--- src/rtl/core/glyph_blitter_with_clock_top_macros.svh ---
// Assertion macros for the glyph blitter.
// Define ASSERT_OFF to compile the checks out.
`ifndef GLYPH_BLITTER_WITH_CLOCK_TOP_MACROS_SVH
`define GLYPH_BLITTER_WITH_CLOCK_TOP_MACROS_SVH

`ifndef ASSERT_OFF

// Implication: whenever ante holds, cons holds in the same cycle.
`define GBC_ASSERT_IMP(lbl, clk, rstn, ante, cons, msg) \
	lbl: assert property (@(posedge clk) disable iff (!rstn) (ante) |-> (cons)) else $error(msg);

// Condition that must never hold.
`define GBC_ASSERT_NEVER(lbl, clk, rstn, cond, msg) \
	lbl: assert property (@(posedge clk) disable iff (!rstn) !(cond)) else $error(msg);

`else

`define GBC_ASSERT_IMP(lbl, clk, rstn, ante, cons, msg)
`define GBC_ASSERT_NEVER(lbl, clk, rstn, cond, msg)

`endif

`endif

--- src/rtl/core/gbc_pkg.sv ---
package gbc_pkg;

	// default geometry
	localparam int FB_WIDTH_DEF      = 128;
	localparam int SCREEN_HEIGHT_DEF = 96;
	localparam int FONT_GLYPHS_DEF   = 96;

	typedef enum logic [1:0] {
		OP_FONT = 2'd0,
		OP_DRAW = 2'd1,
		OP_TICK = 2'd2,
		OP_READ = 2'd3
	} op_t;

	localparam logic [1:0] STS_OK   = 2'd0;
	localparam logic [1:0] STS_FONT = 2'd1;
	localparam logic [1:0] STS_CLIP = 2'd2;

	localparam int         FONT_FIRST = 32;
	localparam logic [7:0] CH_SPACE   = 8'h20;
	localparam logic [7:0] CH_DOT     = 8'h2e;
	localparam logic [7:0] CH_ZERO    = 8'h30;
	localparam logic [7:0] CH_COLON   = 8'h3a;

	localparam logic [7:0] CELL_MASK = 8'h3f;
	localparam logic [2:0] OFF_SPILL = 3'd2;

	// clock read-out: y fixed, x = 46 - 6*i counted from the right
	localparam logic [6:0] TICK_Y      = 7'd4;
	localparam int         TICK_X0     = 46;
	localparam int         TICK_X_STEP = 6;

	// mixed-radix time digits: tenths, s, 10 s, min, 10 min, 100 min
	localparam int         TICK_DIGITS = 6;
	localparam logic [3:0] DIG_TOP [TICK_DIGITS] = '{4'd9, 4'd9, 4'd5, 4'd9, 4'd9, 4'd9};
	// whole count above the top digit: (2^32-1)/600000 fits in 13 bits
	localparam int         TICK_HI_W = 13;

	function automatic logic [6:0] tick_x(input logic [2:0] i);
		return 7'(TICK_X0 - TICK_X_STEP * int'(i));
	endfunction

	typedef struct packed {
		logic clr_en;
		logic latch;
		logic font_wr;
		logic fb_rd;
		logic rd_cap;
		logic tick_inc;
		logic glyph_start;
		logic flag_bad;
		logic row_rd;
		logic wr0;
		logic wr1;
		logic row_adv;
		logic char_adv;
		logic out_load;
	} cmd_t;

	typedef struct packed {
		logic clr_last;
		logic glyph_bad;
		logic spill;
		logic row_last;
		logic char_last;
	} sts_t;

endpackage

--- src/rtl/core/gbc_ctrl.sv ---
module gbc_ctrl (
	input  logic          clk,
	input  logic          arst_n,
	input  logic          in_valid,
	output logic          in_stall,
	input  logic [1:0]    opcode,
	output logic          out_valid,
	input  logic          out_stall,
	input  gbc_pkg::sts_t sts,
	output gbc_pkg::cmd_t cmd
);

	import gbc_pkg::*;

	typedef enum logic [10:0] {
		S_CLEAR = 11'b000_0000_0001,
		S_IDLE  = 11'b000_0000_0010,
		S_FONT  = 11'b000_0000_0100,
		S_READ  = 11'b000_0000_1000,
		S_RDATA = 11'b000_0001_0000,
		S_TICK  = 11'b000_0010_0000,
		S_START = 11'b000_0100_0000,
		S_ROW   = 11'b000_1000_0000,
		S_WR0   = 11'b001_0000_0000,
		S_WR1   = 11'b010_0000_0000,
		S_DONE  = 11'b100_0000_0000
	} state_t;

	state_t state_q, state_d, row_end;
	logic   tick_q;
	logic   out_valid_q;
	logic   out_free;

	assign out_free  = !out_valid_q || !out_stall;
	assign out_valid = out_valid_q;

	// where to go once a glyph row is finished
	always_comb begin
		if (!sts.row_last) begin
			row_end = S_ROW;
		end else if (tick_q && !sts.char_last) begin
			row_end = S_START;
		end else begin
			row_end = S_DONE;
		end
	end

	always_comb begin
		cmd      = '0;
		state_d  = state_q;
		in_stall = 1'b1;
		case (state_q)
			S_CLEAR: begin
				cmd.clr_en = 1'b1;
				if (sts.clr_last) begin
					state_d = S_IDLE;
				end
			end
			S_IDLE: begin
				in_stall = 1'b0;
				if (in_valid) begin
					cmd.latch = 1'b1;
					case (op_t'(opcode))
						OP_FONT: state_d = S_FONT;
						OP_DRAW: state_d = S_START;
						OP_TICK: state_d = S_TICK;
						OP_READ: state_d = S_READ;
						default: state_d = S_IDLE;
					endcase
				end
			end
			S_FONT: begin
				cmd.font_wr = 1'b1;
				state_d     = S_DONE;
			end
			S_READ: begin
				cmd.fb_rd = 1'b1;
				state_d   = S_RDATA;
			end
			S_RDATA: begin
				cmd.rd_cap = 1'b1;
				state_d    = S_DONE;
			end
			S_TICK: begin
				cmd.tick_inc = 1'b1;
				state_d      = S_START;
			end
			S_START: begin
				cmd.glyph_start = 1'b1;
				if (sts.glyph_bad) begin
					cmd.flag_bad = 1'b1;
					state_d      = S_DONE;
				end else begin
					state_d = S_ROW;
				end
			end
			S_ROW: begin
				cmd.row_rd = 1'b1;
				state_d    = S_WR0;
			end
			S_WR0: begin
				cmd.wr0 = 1'b1;
				if (sts.spill) begin
					state_d = S_WR1;
				end else begin
					cmd.row_adv  = 1'b1;
					cmd.char_adv = sts.row_last;
					state_d      = row_end;
				end
			end
			S_WR1: begin
				cmd.wr1      = 1'b1;
				cmd.row_adv  = 1'b1;
				cmd.char_adv = sts.row_last;
				state_d      = row_end;
			end
			S_DONE: begin
				if (out_free) begin
					cmd.out_load = 1'b1;
					state_d      = S_IDLE;
				end
			end
			default: state_d = S_IDLE;
		endcase
	end

	always_ff @(posedge clk or negedge arst_n) begin
		if (!arst_n) begin
			state_q     <= S_CLEAR;
			tick_q      <= 1'b0;
			out_valid_q <= 1'b0;
		end else begin
			state_q <= state_d;
			if (cmd.latch) begin
				tick_q <= (op_t'(opcode) == OP_TICK);
			end
			if (cmd.out_load) begin
				out_valid_q <= 1'b1;
			end else if (!out_stall) begin
				out_valid_q <= 1'b0;
			end
		end
	end

endmodule

--- config.mk ---
export PLATFORM = sky130hd
export DESIGN_NAME = gbc_ctrl
export DESIGN_NICKNAME = d
export VERILOG_FILES = /design/src/rtl/core/glyph_blitter_with_clock_top_macros.svh /design/src/rtl/core/gbc_pkg.sv /design/src/rtl/core/gbc_ctrl.sv
export SDC_FILE = /design/constraint.sdc
export NUM_CORES = 1
export LEC_CHECK = 0
export BUFFER_PORTS_ARGS = -buffer_cell sky130_fd_sc_hd__buf_2
export CORE_MARGIN = 3
export CORE_UTILIZATION = 55
export CTS_BUF_LIST = sky130_fd_sc_hd__clkbuf_4
export DETAILED_ROUTE_END_ITERATION = 16
export HOLD_SLACK_MARGIN = 0.03
export PLACE_DENSITY = 0.83
export SLEW_MARGIN = 20
export SYNTH_ARGS = -nofsm -noshare
export SYNTH_HDL_FRONTEND = slang
export SYNTH_SLANG_ARGS = --single-unit
--- constraint.sdc ---
create_clock -name clk -period 4.3 [get_ports clk]
set_clock_uncertainty 0.15 [all_clocks]
set_input_delay 0.86 -clock clk [delete_from_list [all_inputs] [get_ports clk]]
set_output_delay 0.86 -clock clk [all_outputs]
set_load 0.01 [all_outputs]
## Yosys cells after proc, flatten, opt, wreduce, memory -nomap -nowiden

Index checks and enable logic that the tools add are counted.

- Logic and storage cells: 57
- Register bits: 13
- Output and inout bits: 16

- Equal/unequal tests: 18
- Muxes and demuxes: 28
- Reductions and logical operators: 8

Operators by type and width:

| cell | number |
|---|---|
| 11-bit one-hot mux with 10 select lines | 1 |
| 11-bit 2-to-1 mux | 7 |
| 11-bit one-hot mux with 4 select lines | 1 |
| 1-bit 2-to-1 mux | 16 |
| 11-bit by 1-bit equality test with 1-bit output (second input constant) | 1 |
| 11-bit by 10-bit equality test with 1-bit output (second input constant) | 1 |
| 11-bit equality test (second input constant) | 1 |
| 11-bit by 2-bit equality test with 1-bit output (second input constant) | 1 |
| 11-bit by 3-bit equality test with 1-bit output (second input constant) | 1 |
| 11-bit by 4-bit equality test with 1-bit output (second input constant) | 1 |
| 11-bit by 5-bit equality test with 1-bit output (second input constant) | 1 |
| 11-bit by 6-bit equality test with 1-bit output (second input constant) | 1 |
| 11-bit by 7-bit equality test with 1-bit output (second input constant) | 1 |
| 11-bit by 8-bit equality test with 1-bit output (second input constant) | 1 |
| 11-bit by 9-bit equality test with 1-bit output (second input constant) | 1 |
| 2-bit != test (second input constant) | 3 |
| 2-bit equality test (second input constant) | 2 |
| 2-bit 2-to-1 mux | 2 |
| 2-bit one-hot mux with 2 select lines | 1 |
| 1-bit logical NOT | 3 |
| 3-bit AND reduction | 1 |
| 2-bit by 1-bit equality test with 1-bit output (second input constant) | 1 |
| 2-bit logical NOT | 1 |
| 2-bit by 1-bit != test with 1-bit output (second input constant) | 1 |
| other kinds (3) | 3 |

## Logic depth before layout (Yosys ltp)

Gate-level depths: netlist (run 1).

- Depth in word-level cells: 6
- Gate-level depth with buffers: 6
- Gate-level depth less buffers: 6

## Worst setup path before layout (run 1)

OpenSTA, ideal clock, no wires.

- Path kind: input to output
- From: in sts[2] (netlist name)
- To: out cmd[1] (netlist name)
- Arrival time: 1.927 ns
- Stages on the path: 3
- Required time: 3.290 ns
- Slack: 1.363 ns
- Cell sequence: or3b_1 > a2111oi_4 > and2_4

RTL lines:

| element | RTL line | RTL |
|---|---|---|
| from (decl) | gbc_ctrl.sv:9 | `input gbc_pkg::sts_t sts,` |
| to (decl) | gbc_ctrl.sv:10 | `output gbc_pkg::cmd_t cmd` |

==> results.md, run 1 <==
* Reg2Reg Depth at 5
* # resized after CTS at 0
* GRT Overall Usage at 0.222
* Gpl congestion at 0.812
* Final Cell Area at slightly below 1000 um2
* Max clock buf depth at 2
* Seq/Total Area, Yosys at 0.412
* Sink Count at 13
* Gate Count Post-Synth at 86
* First-pass GRT wire length at 3130 um
* Die Ht at 43.9 um
* Area grow syn2layout at 22.6%
* Die Wd at 43.9 um
* Die area at 1930 um2
* MaxCap Viol Count at 0
* Setup slack, reg-to-reg at 2.05 ns
* Critical Path Start: sts[2]
* Initial DRC Count at 30
* PnR Total Power at 0.423 mW
* Initial Util at 0.594
* CP Launch Type: primary input
* Critical R2R Capture: state_q[1]$_DFFE_PN0P_
* Setup TNS at 0 ns
* Required time of the worst setup path at 3.29 ns
* Per-cell routed wire length at 13.2 um
* Area of the multi-input gates at 432 um2
* DPL Wire Length at between 1000 and 1500 um
* CTS H-tree depth at 1
* Total wire length at 1730 um
* Crit path capture: cmd[1]
* Pre-CTS setup slack at 1.19 ns
* # IOs at 27
* Core area at around 1300 um2
* Yosys Warn Count at 0
* IO buf count at 26
* Hold buffers post-CTS at 0
* F_max at 321 MHz
* Least-Margin Pin Slew at 0.735 ns
* Clk root buf: clkbuf_4
* Worst slew margin at 0.505
* Worst setup margin at around 1.2 ns
* Power per cell area at 435 nW/um2
* RSZ-0062 raised after global routing: no
* Drt drc at 0
* Worst-Skew Late Latency at around 0.28 ns
* Placed Cells at 127
* Worst Setup End Kind: primary output
* Final ANT Viol Nets at 0
* Final setup fails at 0
* Number of core rows at 13
* R2R Path Start: state_q[1]$_DFFE_PN0P_
* Fin. max-slew vios at 0
* Util after Layout at 0.728
* Final worst path period share at 0.725
* Worst EP arrival at 2.11 ns
* Vias at 749
* Postcts setup bufs at 0
* TritonCTS clock tree: built
* Worst hold margin at 0.306 ns
* Vias in the first global route at 731
* Number of diodes at 0
* Yosys reg bits at 13
* Outcome: finished, final reports clean
* Worst Path Max Fanout at 3
* Worst Hold Class: primary input to asynchronous set/reset pin
* Register area at around 330 um2
* VDD IR max at around 0.00035 V
* Final Non-Filler Cells at 131
* Syn nets at 97
* Post-DP Area at 941 um2
* Initial antenna violation count at 0
* Worst Path Class, Setup: primary input to primary output
* Largest net degree at the start of global routing at 14
* Ratio of cells with drive above 1 in the final layout at 0.336
* Tmin final at around 3.1 ns
* Yosys cell types at 34
* Clock Pin Slew Worst Setup and Hold Paths at 0.08 ns
* Grt ovf at 0
* Via density at roughly 5.7
* Cts bufs inserted at 3
* Fin nets at between 100 and 150
* TritonRoute pass-1 iters at 4
* Mapped Avg Cell Area at 9.21 um2
* Synth Cell Area at ~790 um2
* Leak at just over 0.5 nW
* Fin. Hold Viols at 0
* Number of fill cells at between 100 and 150
[cell usage in the layout (no fill, tap or decap), drive strengths merged, types with 2 or more instances in the layout]
| cell type | Yosys | routed |
|---|---|---|
| nor3 | 6 | 6 |
| o21ai | 2 | 2 |
| or4 | 2 | 2 |
| a21oi | 2 | 2 |
| nand3 | 3 | 3 |
| or3b | 2 | 2 |
| clkbuf | 0 | 4 |
| o32ai | 2 | 2 |
| nand2b | 6 | 6 |
| buf | 0 | 26 |
| nor2 | 4 | 4 |
| and2 | 6 | 6 |
| dfrtp | 12 | 12 |
| nor4 | 5 | 5 |
| nand2 | 7 | 7 |
| and3 | 2 | 2 |
| nor4b | 4 | 4 |
| inv | 9 | 9 |
[registers in the layout (all words and copies together) (netlist names)]
signal	cells
state_q	11
out_valid	1
tick_q	1
[report_power, final]
group,leakage [nW],internal [mW],total [mW],switching (mW)
registers,0.173,0.141,0.164,0.0232
clock network,0.0184,0.0423,0.0822,0.0399
logic,0.321,0.0752,0.177,0.101
[cell usage after synthesis]
library cell / count / area (um2)
or2_2: 1 / 6.26
or3b_1: 1 / 8.76
inv_1: 9 / 33.8
nor3_1: 6 / 30.0
or4_1: 1 / 7.51
o32ai_1: 2 / 17.5
nor2_1: 4 / 15.0
and3_1: 2 / 12.5
nor2b_1: 1 / 6.26
a21o_1: 1 / 7.51
and2_4: 1 / 8.76
or3_1: 1 / 6.26
nand3b_1: 1 / 7.51
nand4_1: 1 / 6.26
o21ai_1: 1 / 5.00
o2111ai_1: 1 / 8.76
nand2_1: 6 / 22.5
nand2b_1: 6 / 37.5
dfrtp_1: 12 / 300
nand2_2: 1 / 6.26
a21oi_1: 2 / 10.0
dfstp_2: 1 / 26.3
nor4_2: 2 / 25.0
o21ai_0: 1 / 5.00
a22o_1: 1 / 8.76
nand3_1: 3 / 15.0
a31oi_1: 1 / 6.26
or4_4: 1 / 11.3
nor4b_1: 4 / 35.0
or3b_2: 1 / 8.76
and2_1: 5 / 31.3
a2111oi_4: 1 / 27.5
o41ai_1: 1 / 8.76
nor4_1: 3 / 18.8
[kinds of logic after synthesis]
family          after synthesis  share of synthesized area
simple gates                 52                      0.412
compound gates               12                      0.133
flops                        13                      0.412
buf+inv                       9                     0.0427
[worst max-delay path, stage by stage]
cell and delay [ns]:
buf_2 0.10, or3b_1 0.39, a2111oi_4 0.42, and2_4 0.21, buf_2 0.12
[how the worst min path moves through the flow]
stage,from,endpoint,slack [ns]
floorplan,tick_q$_DFFE_PN0P_,tick_q$_DFFE_PN0P_,0.31
global placement,tick_q$_DFFE_PN0P_,tick_q$_DFFE_PN0P_,0.34
detailed placement,tick_q$_DFFE_PN0P_,tick_q$_DFFE_PN0P_,0.35
CTS,arst_n,state_q[8]$_DFFE_PN0P_,0.32
global route,arst_n,state_q[8]$_DFFE_PN0P_,0.31
finish,arst_n,state_q[8]$_DFFE_PN0P_,0.31
[layout make-up]
class / instances / area share
sequential: 13 / 0.336
timing repair buffer: 26 / 0.134
tap: 15 / 0.0193
inverter: 9 / 0.0348
multi-input combinational: 64 / 0.445
clock buffer: 4 / 0.0309
[layer usage]
layer / vias up / track usage / share of wire
met4: 0 / 0.114 / 0.0052
met3: 2 / 0.0373 / 0.081
met1: 331 / 0.298 / 0.42
li1: 378 / - / -
met5: - / 0 / 0
met2: 38 / 0.340 / 0.49
Power figures use the tool's default switching activity.
==> run 2: changes to the inputs <==
--- a/config.mk
+++ b/config.mk
@@ -7,11 +7,11 @@
 export LEC_CHECK = 0
 export BUFFER_PORTS_ARGS = -buffer_cell sky130_fd_sc_hd__buf_2
 export CORE_MARGIN = 3
-export CORE_UTILIZATION = 55
+export CORE_UTILIZATION = 46
 export CTS_BUF_LIST = sky130_fd_sc_hd__clkbuf_4
 export DETAILED_ROUTE_END_ITERATION = 16
 export HOLD_SLACK_MARGIN = 0.03
-export PLACE_DENSITY = 0.83
+export PLACE_DENSITY = 0.74
 export SLEW_MARGIN = 20
 export SYNTH_ARGS = -nofsm -noshare
 export SYNTH_HDL_FRONTEND = slang
==> constraint.sdc (replaced) <==
create_clock -name clk -period 2.7 [get_ports clk]
set_clock_uncertainty 0.15 [all_clocks]
set_input_delay 0.54 -clock clk [delete_from_list [all_inputs] [get_ports clk]]
set_output_delay 0.54 -clock clk [all_outputs]
set_load 0.01 [all_outputs]
==> results.md, run 2 (synthesized netlist as in run 1, its figures left out) <==
* MaxCap Viol Count at 0 (unchanged)
* Number of core rows at 14 (+1)
* Grt ovf at 0 (unchanged)
* Setup TNS at 0 ns (unchanged)
* Drt drc at 0 (unchanged)
* Via density at 5.82 (+1.7%)
* TritonCTS clock tree: built
* Max clock buf depth at 2 (unchanged)
* Least-Margin Pin Slew at 0.524 ns (-0.211 ns)
* Worst-Skew Late Latency at 0.28 ns (about the same)
* Initial antenna violation count at 0 (unchanged)
* Gpl congestion at 0.889 (+9.6%)
* Area grow syn2layout at 29.4%
* Sequential power share at 0.363 (-0.025)
* Die Wd at 47.5 um (+8.1%)
* Vias at 797 (+6.4%)
* Final worst path period share at 0.976
* Clk root buf: clkbuf_4
* Final ANT Viol Nets at 0 (unchanged)
* Sink Count at 13 (unchanged)
* Initial Util at 0.508 (-0.0858)
* Worst Setup End Kind: primary output
* Post-DP Area at 965 um2 (+2.5%)
* Cts bufs inserted at 3 (unchanged)
* Power per cell area at 708 nW/um2 (+63%)
* Leak at 0.534 nW (+4.3%)
* Final setup fails at 0 (unchanged)
* Combinational share of power at 0.452 (+0.034)
* Tmin final at 2.63 ns
* Largest net degree at the start of global routing at 14 (unchanged)
* Die Ht at 47.5 um (+8.1%)
* Sw Ratio at 0.395 (+0.00605)
* Clock Pin Slew Worst Setup and Hold Paths at 0.08 ns (about the same)
* Fin. max-slew vios at 0 (unchanged)
* F_max at 380 MHz
* GRT Overall Usage at 0.202 (-0.0193)
* Most common cell after layout, fill and taps aside: buf_2
* # IOs at 27 (unchanged)
* Worst Path Class, Setup: register to primary output
* Required time of the worst setup path at 2.01 ns (-1.28 ns)
* Number of diodes at 0 (unchanged)
* Placed Cells at 131 (+3.1%)
* Core area at 1560 um2 (+17%)
* RSZ-0062 raised after global routing: no
* Clock power frac at 0.185 (-0.009)
* VDD IR max at 0.000530 V (+51%)
* Final Cell Area at 1020 um2 (+5.5%)
* Vias in the first global route at 672 (-8.1%)
* Fin nets at 133 (+3.9%)
* Worst slew margin at 0.646 (+0.141)
* CTS H-tree depth at 1 (unchanged)
* CP Launch Type: register
* Switching power at 0.287 mW (+74%)
* Worst EP arrival at 1.94 ns (-0.17 ns)
* Int Pwr at 0.439 mW (+70%)
* IO buf count at 26 (unchanged)
* Per-cell routed wire length at 14.8 um (+13%)
* Worst Hold Class: primary input to register
* Outcome: finished, final reports clean
* Biggest register: state_q
* Worst Path Max Fanout at 5 (+2)
* Largest register FFs at 11 (unchanged)
* Die area at 2260 um2 (+17%)
* Total wire length at 2030 um (+18%)
* Final Non-Filler Cells at 137 (+4.6%)
* First-pass GRT wire length at 3080 um (-1.8%)
* Initial DRC Count at 29 (-3.3%)
* DPL Wire Length at 1570 um (+10%)
* Commonest non-fill, non-tap cells in the layout: buf_2, dfrtp_1, inv_1
* Ratio of cells with drive above 1 in the final layout at 0.364 (+0.0274)
* TritonRoute pass-1 iters at 4 (unchanged)
* Fin. Hold Viols at 0 (unchanged)
## run 2: changes by cell type in the layout (fill, tap and decap cells not counted), sizes merged
cell	before	now
buf	26	30
dlygate4sd3	0	1
## run 2: path summary, 6_finish.rpt
| check | start | to | slack, ns | depth (start not counted) |
|---|---|---|---|---|
| setup / recovery | state_q[4]$_DFFE_PN0P_ | cmd[1] | 0.07 | 4 |
| hold / removal | opcode[0] | state_q[2]$_DFFE_PN0P_ | 0.29 | 2 |
| setup reg to reg | state_q[5]$_DFFE_PN0P_ | state_q[1]$_DFFE_PN0P_ | 0.65 | 5 |
| hold reg to reg | out_valid$_DFFE_PN0P_ | out_valid$_DFFE_PN0P_ | 0.38 | 2 |
| max in group asynchronous | arst_n | state_q[0]$_DFFE_PN1P_ | 1.56 | 2 |
| min in group asynchronous | arst_n | state_q[9]$_DFFE_PN0P_ | 0.56 | 2 |
## run 2: repair_timing
action	4_1_cts	5_1_grt
gates cloned	0	0
buffers inserted	0	1
endpoints found under the hold margin	12	0
pin swaps	0	4
hold buffers	1	0
gates resized for setup	1	1
endpoints found under the setup margin	1	2
## run 2: worst max-delay path, stage by stage, from the launching register on
cell and delay [ns]:
dfrtp_1 0.43, or4_4 0.57, a2111oi_4 0.32, and2_4 0.21, buf_2 0.13
## run 2: metal layers
metal | wire, um | track usage | vias to the layer above
li1 | - | - | 389
met1 | 856 | 0.266 | 369
met2 | 1020 | 0.313 | 35
met3 | 132 | 0.0564 | 4
met4 | 27 | 0.0829 | 0
met5 | 0 | 0 | -
## run 2: final cells by class
type / instances / area, um2
well taps: 16 / 20.0
flip-flops and latches: 13 / 327
fillers: 135 / 534
clock buffers: 4 / 30.0
inverters: 9 / 33.8
repair buffers: 31 / 170
multi-input cells: 64 / 444
## run 2: stage by stage
step / hold slack (ns) / total power, mW / worst slack, ns / util
finish: 0.293 / 0.726 / 0.0659 / 0.657
global route: 0.310 / 0.765 / 0.00441 / 0.657
CTS: 0.298 / 0.715 / 0.0163 / 0.650
detailed placement: 0.294 / 0.576 / 0.248 / 0.619
global placement: 0.289 / 0.567 / 0.272 / 0.619
floorplan: 0.0944 / 0.465 / 0.347 / -
## run 2: power by group through the flow
stage	logic (mW)	registers (mW)	clock network [mW]
6_report	0.328	0.263	0.134
5_1_grt	0.351	0.269	0.145
4_1_cts	0.318	0.262	0.134
3_5_place_dp	0.310	0.266	0
3_3_place_gp	0.305	0.263	0
2_1_floorplan	0.208	0.257	0
==> run 3: changes to the inputs <==
==> constraint.sdc (replaced) <==
create_clock -name clk -period 2.7 [get_ports clk]
set_clock_uncertainty 0.15 [all_clocks]
set_input_delay 0.81 -clock clk [delete_from_list [all_inputs] [get_ports clk]]
set_output_delay 0.81 -clock clk [all_outputs]
set_load 0.01 [all_outputs]
==> results.md, run 3 (synthesized netlist as in run 1, its figures left out) <==
* Outcome: finished with violations
* Failing checks: setup timing
* R2R Path Start: state_q[0]$_DFFE_PN1P_
* Clk root buf: clkbuf_4
* Area of the multi-input gates at 482 um2 (+8.5%)
* Final ANT Viol Nets at 0 (unchanged)
* CTS H-tree depth at 1 (unchanged)
* Hold buffers post-CTS at 0 (-1)
* Die Ht at 47.5 um (unchanged)
* Grt ovf at 0 (unchanged)
* Worst Path Class, Setup: primary input to primary output
* Largest register FFs at 11 (unchanged)
* Ratio of cells with drive above 1 in the final layout at 0.461 (+0.0973)
* Commonest non-fill, non-tap cells in the layout: buf_2, buf_4, dfrtp_1, inv_1, nand2b_1
* Via density at 5.79 (-0.44%)
* Critical R2R Capture: state_q[6]$_DFFE_PN0P_
* Vias at 834 (+4.6%)
* Worst Path Max Fanout at 2 (-3)
* Worst setup margin at -0.172 ns (-0.238 ns)
* Register area at 328 um2 (+0.38%)
* TritonRoute pass-1 iters at 5 (+1)
* Leak at 0.585 nW (+9.5%)
* Sink Count at 13 (unchanged)
* Initial Util at 0.508 (unchanged)
* Number of diodes at 0 (unchanged)
* Number of fill cells at 123 (-8.9%)
* Fin. Hold Viols at 0 (unchanged)
* Final worst path period share at 1.06 (+0.0881)
* Biggest register: state_q
* Util after Layout at 0.730 (+0.0730)
* Worst-Skew Late Latency at 0.28 ns (about the same)
* VDD IR max at 0.000507 V (-4.3%)
* Core area at 1560 um2 (unchanged)
* Per-cell routed wire length at 15.1 um (+1.7%)
* Worst Hold Class: primary input to asynchronous set/reset pin
* First-pass GRT wire length at 3190 um (+3.8%)
* Setup TNS at -0.351 ns (-0.351 ns)
* Fin. max-slew vios at 0 (unchanged)
* Least-Margin Pin Slew at 0.501 ns (-0.0228 ns)
* # IOs at 27 (unchanged)
* Final setup fails at 3 (+3)
* Area grow syn2layout at 43.8%
* Power per cell area at 691 nW/um2 (-2.5%)
* Die Wd at 47.5 um (unchanged)
* Setup slack, reg-to-reg at 0.48 ns (-0.17 ns)
* Number of core rows at 14 (unchanged)
* Worst Setup End Kind: primary output
* Tmin final at 2.87 ns (+0.238 ns)
* Initial antenna violation count at 0 (unchanged)
* MaxCap Viol Count at 0 (unchanged)
* F_max at 348 MHz (-8.3%)
* Clock Pin Slew Worst Setup and Hold Paths at 0.08 ns (about the same)
* Gpl congestion at 0.917 (+3.1%)
* Total wire length at 2170 um (+6.9%)
* Most common cell after layout, fill and taps aside: buf_2
* Cts bufs inserted at 3 (unchanged)
* DPL Wire Length at 1510 um (-3.4%)
* Fin nets at 140 (+5.3%)
* Die area at 2260 um2 (unchanged)
* CP Launch Type: primary input
* IO buf count at 26 (unchanged)
* Drt drc at 0 (unchanged)
* Largest net degree at the start of global routing at 14 (unchanged)
* Worst slew margin at 0.661 (+0.0154)
* Worst EP arrival at 1.91 ns (-0.03 ns)
* Max clock buf depth at 2 (unchanged)
* Reg2Reg Depth at 8 (+3)
* Worst hold margin at 0.249 ns (-0.0436 ns)
* TritonCTS clock tree: built
* RSZ-0062 raised after global routing: yes
* Initial DRC Count at 20 (-31%)
* Required time of the worst setup path at 1.74 ns (-0.27 ns)
* GRT Overall Usage at 0.203 (+0.000472)
* Vias in the first global route at 729 (+8.5%)
## run 3: cell types whose count changed in the layout (fill, tap and decap cells not counted), sizes merged
| cell | change |
|---|---|
| dlygate4sd3 | -1 |
| buf | +8 |
## run 3: critical path: stages
cell and delay (ns):
buf_6 0.09, or3b_4 0.37, a2111oi_4 0.33, and2_4 0.21, buf_6 0.10
## run 3: cell type report
class / count / share of cell area
Clock buffer: 4 / 0.0264
Timing Repair Buffer: 38 / 0.215
Multi-Input combinational cell: 64 / 0.423
Inverter: 9 / 0.0297
Sequential cell: 13 / 0.288
Tap cell: 16 / 0.0176
## run 3: power breakdown
group	switching [mW]	internal, mW
Sequential	0.0316	0.224
Combinational	0.212	0.182
Clock	0.0682	0.0675
Total	0.312	0.474
## run 3: stage by stage
step                      cell area [um2]  total power, mW  setup slack (ns)  instances
after floorplan                       795            0.465           -0.0674         86
after CTS                            1080            0.731            -0.151        141
after global routing                 1140            0.829            -0.205        144
after detailed placement              997            0.585            -0.190        135
final                                1140            0.786            -0.172        144
after global placement                997            0.580            -0.161        135
## run 3: timing repair
item | CTS | global route
resized for setup | 5 | 9
buffers inserted | 2 | 3
pin swaps | 2 | 2
endpoints found under the setup margin | 6 | 10
## run 3: routing by layer
metal,GRT usage,part of all wire,vias to the layer above
met3,0.0338,0.056,5
met1,0.275,0.43,393
li1,-,-,402
met2,0.332,0.50,34
met4,0.0608,0.013,0
met5,0,0,-
## run 3: worst max path at each step
stage	start	to	slack [ns]	depth (start not counted)
after global placement	sts[2]	cmd[1]	-0.16	5
after detailed placement	sts[2]	cmd[1]	-0.19	5
after CTS	sts[2]	cmd[1]	-0.15	5
after global routing	state_q[7]$_DFFE_PN0P_	cmd[1]	-0.20	4
final	sts[2]	cmd[1]	-0.17	5
after floorplan	sts[2]	cmd[1]	-0.07	3
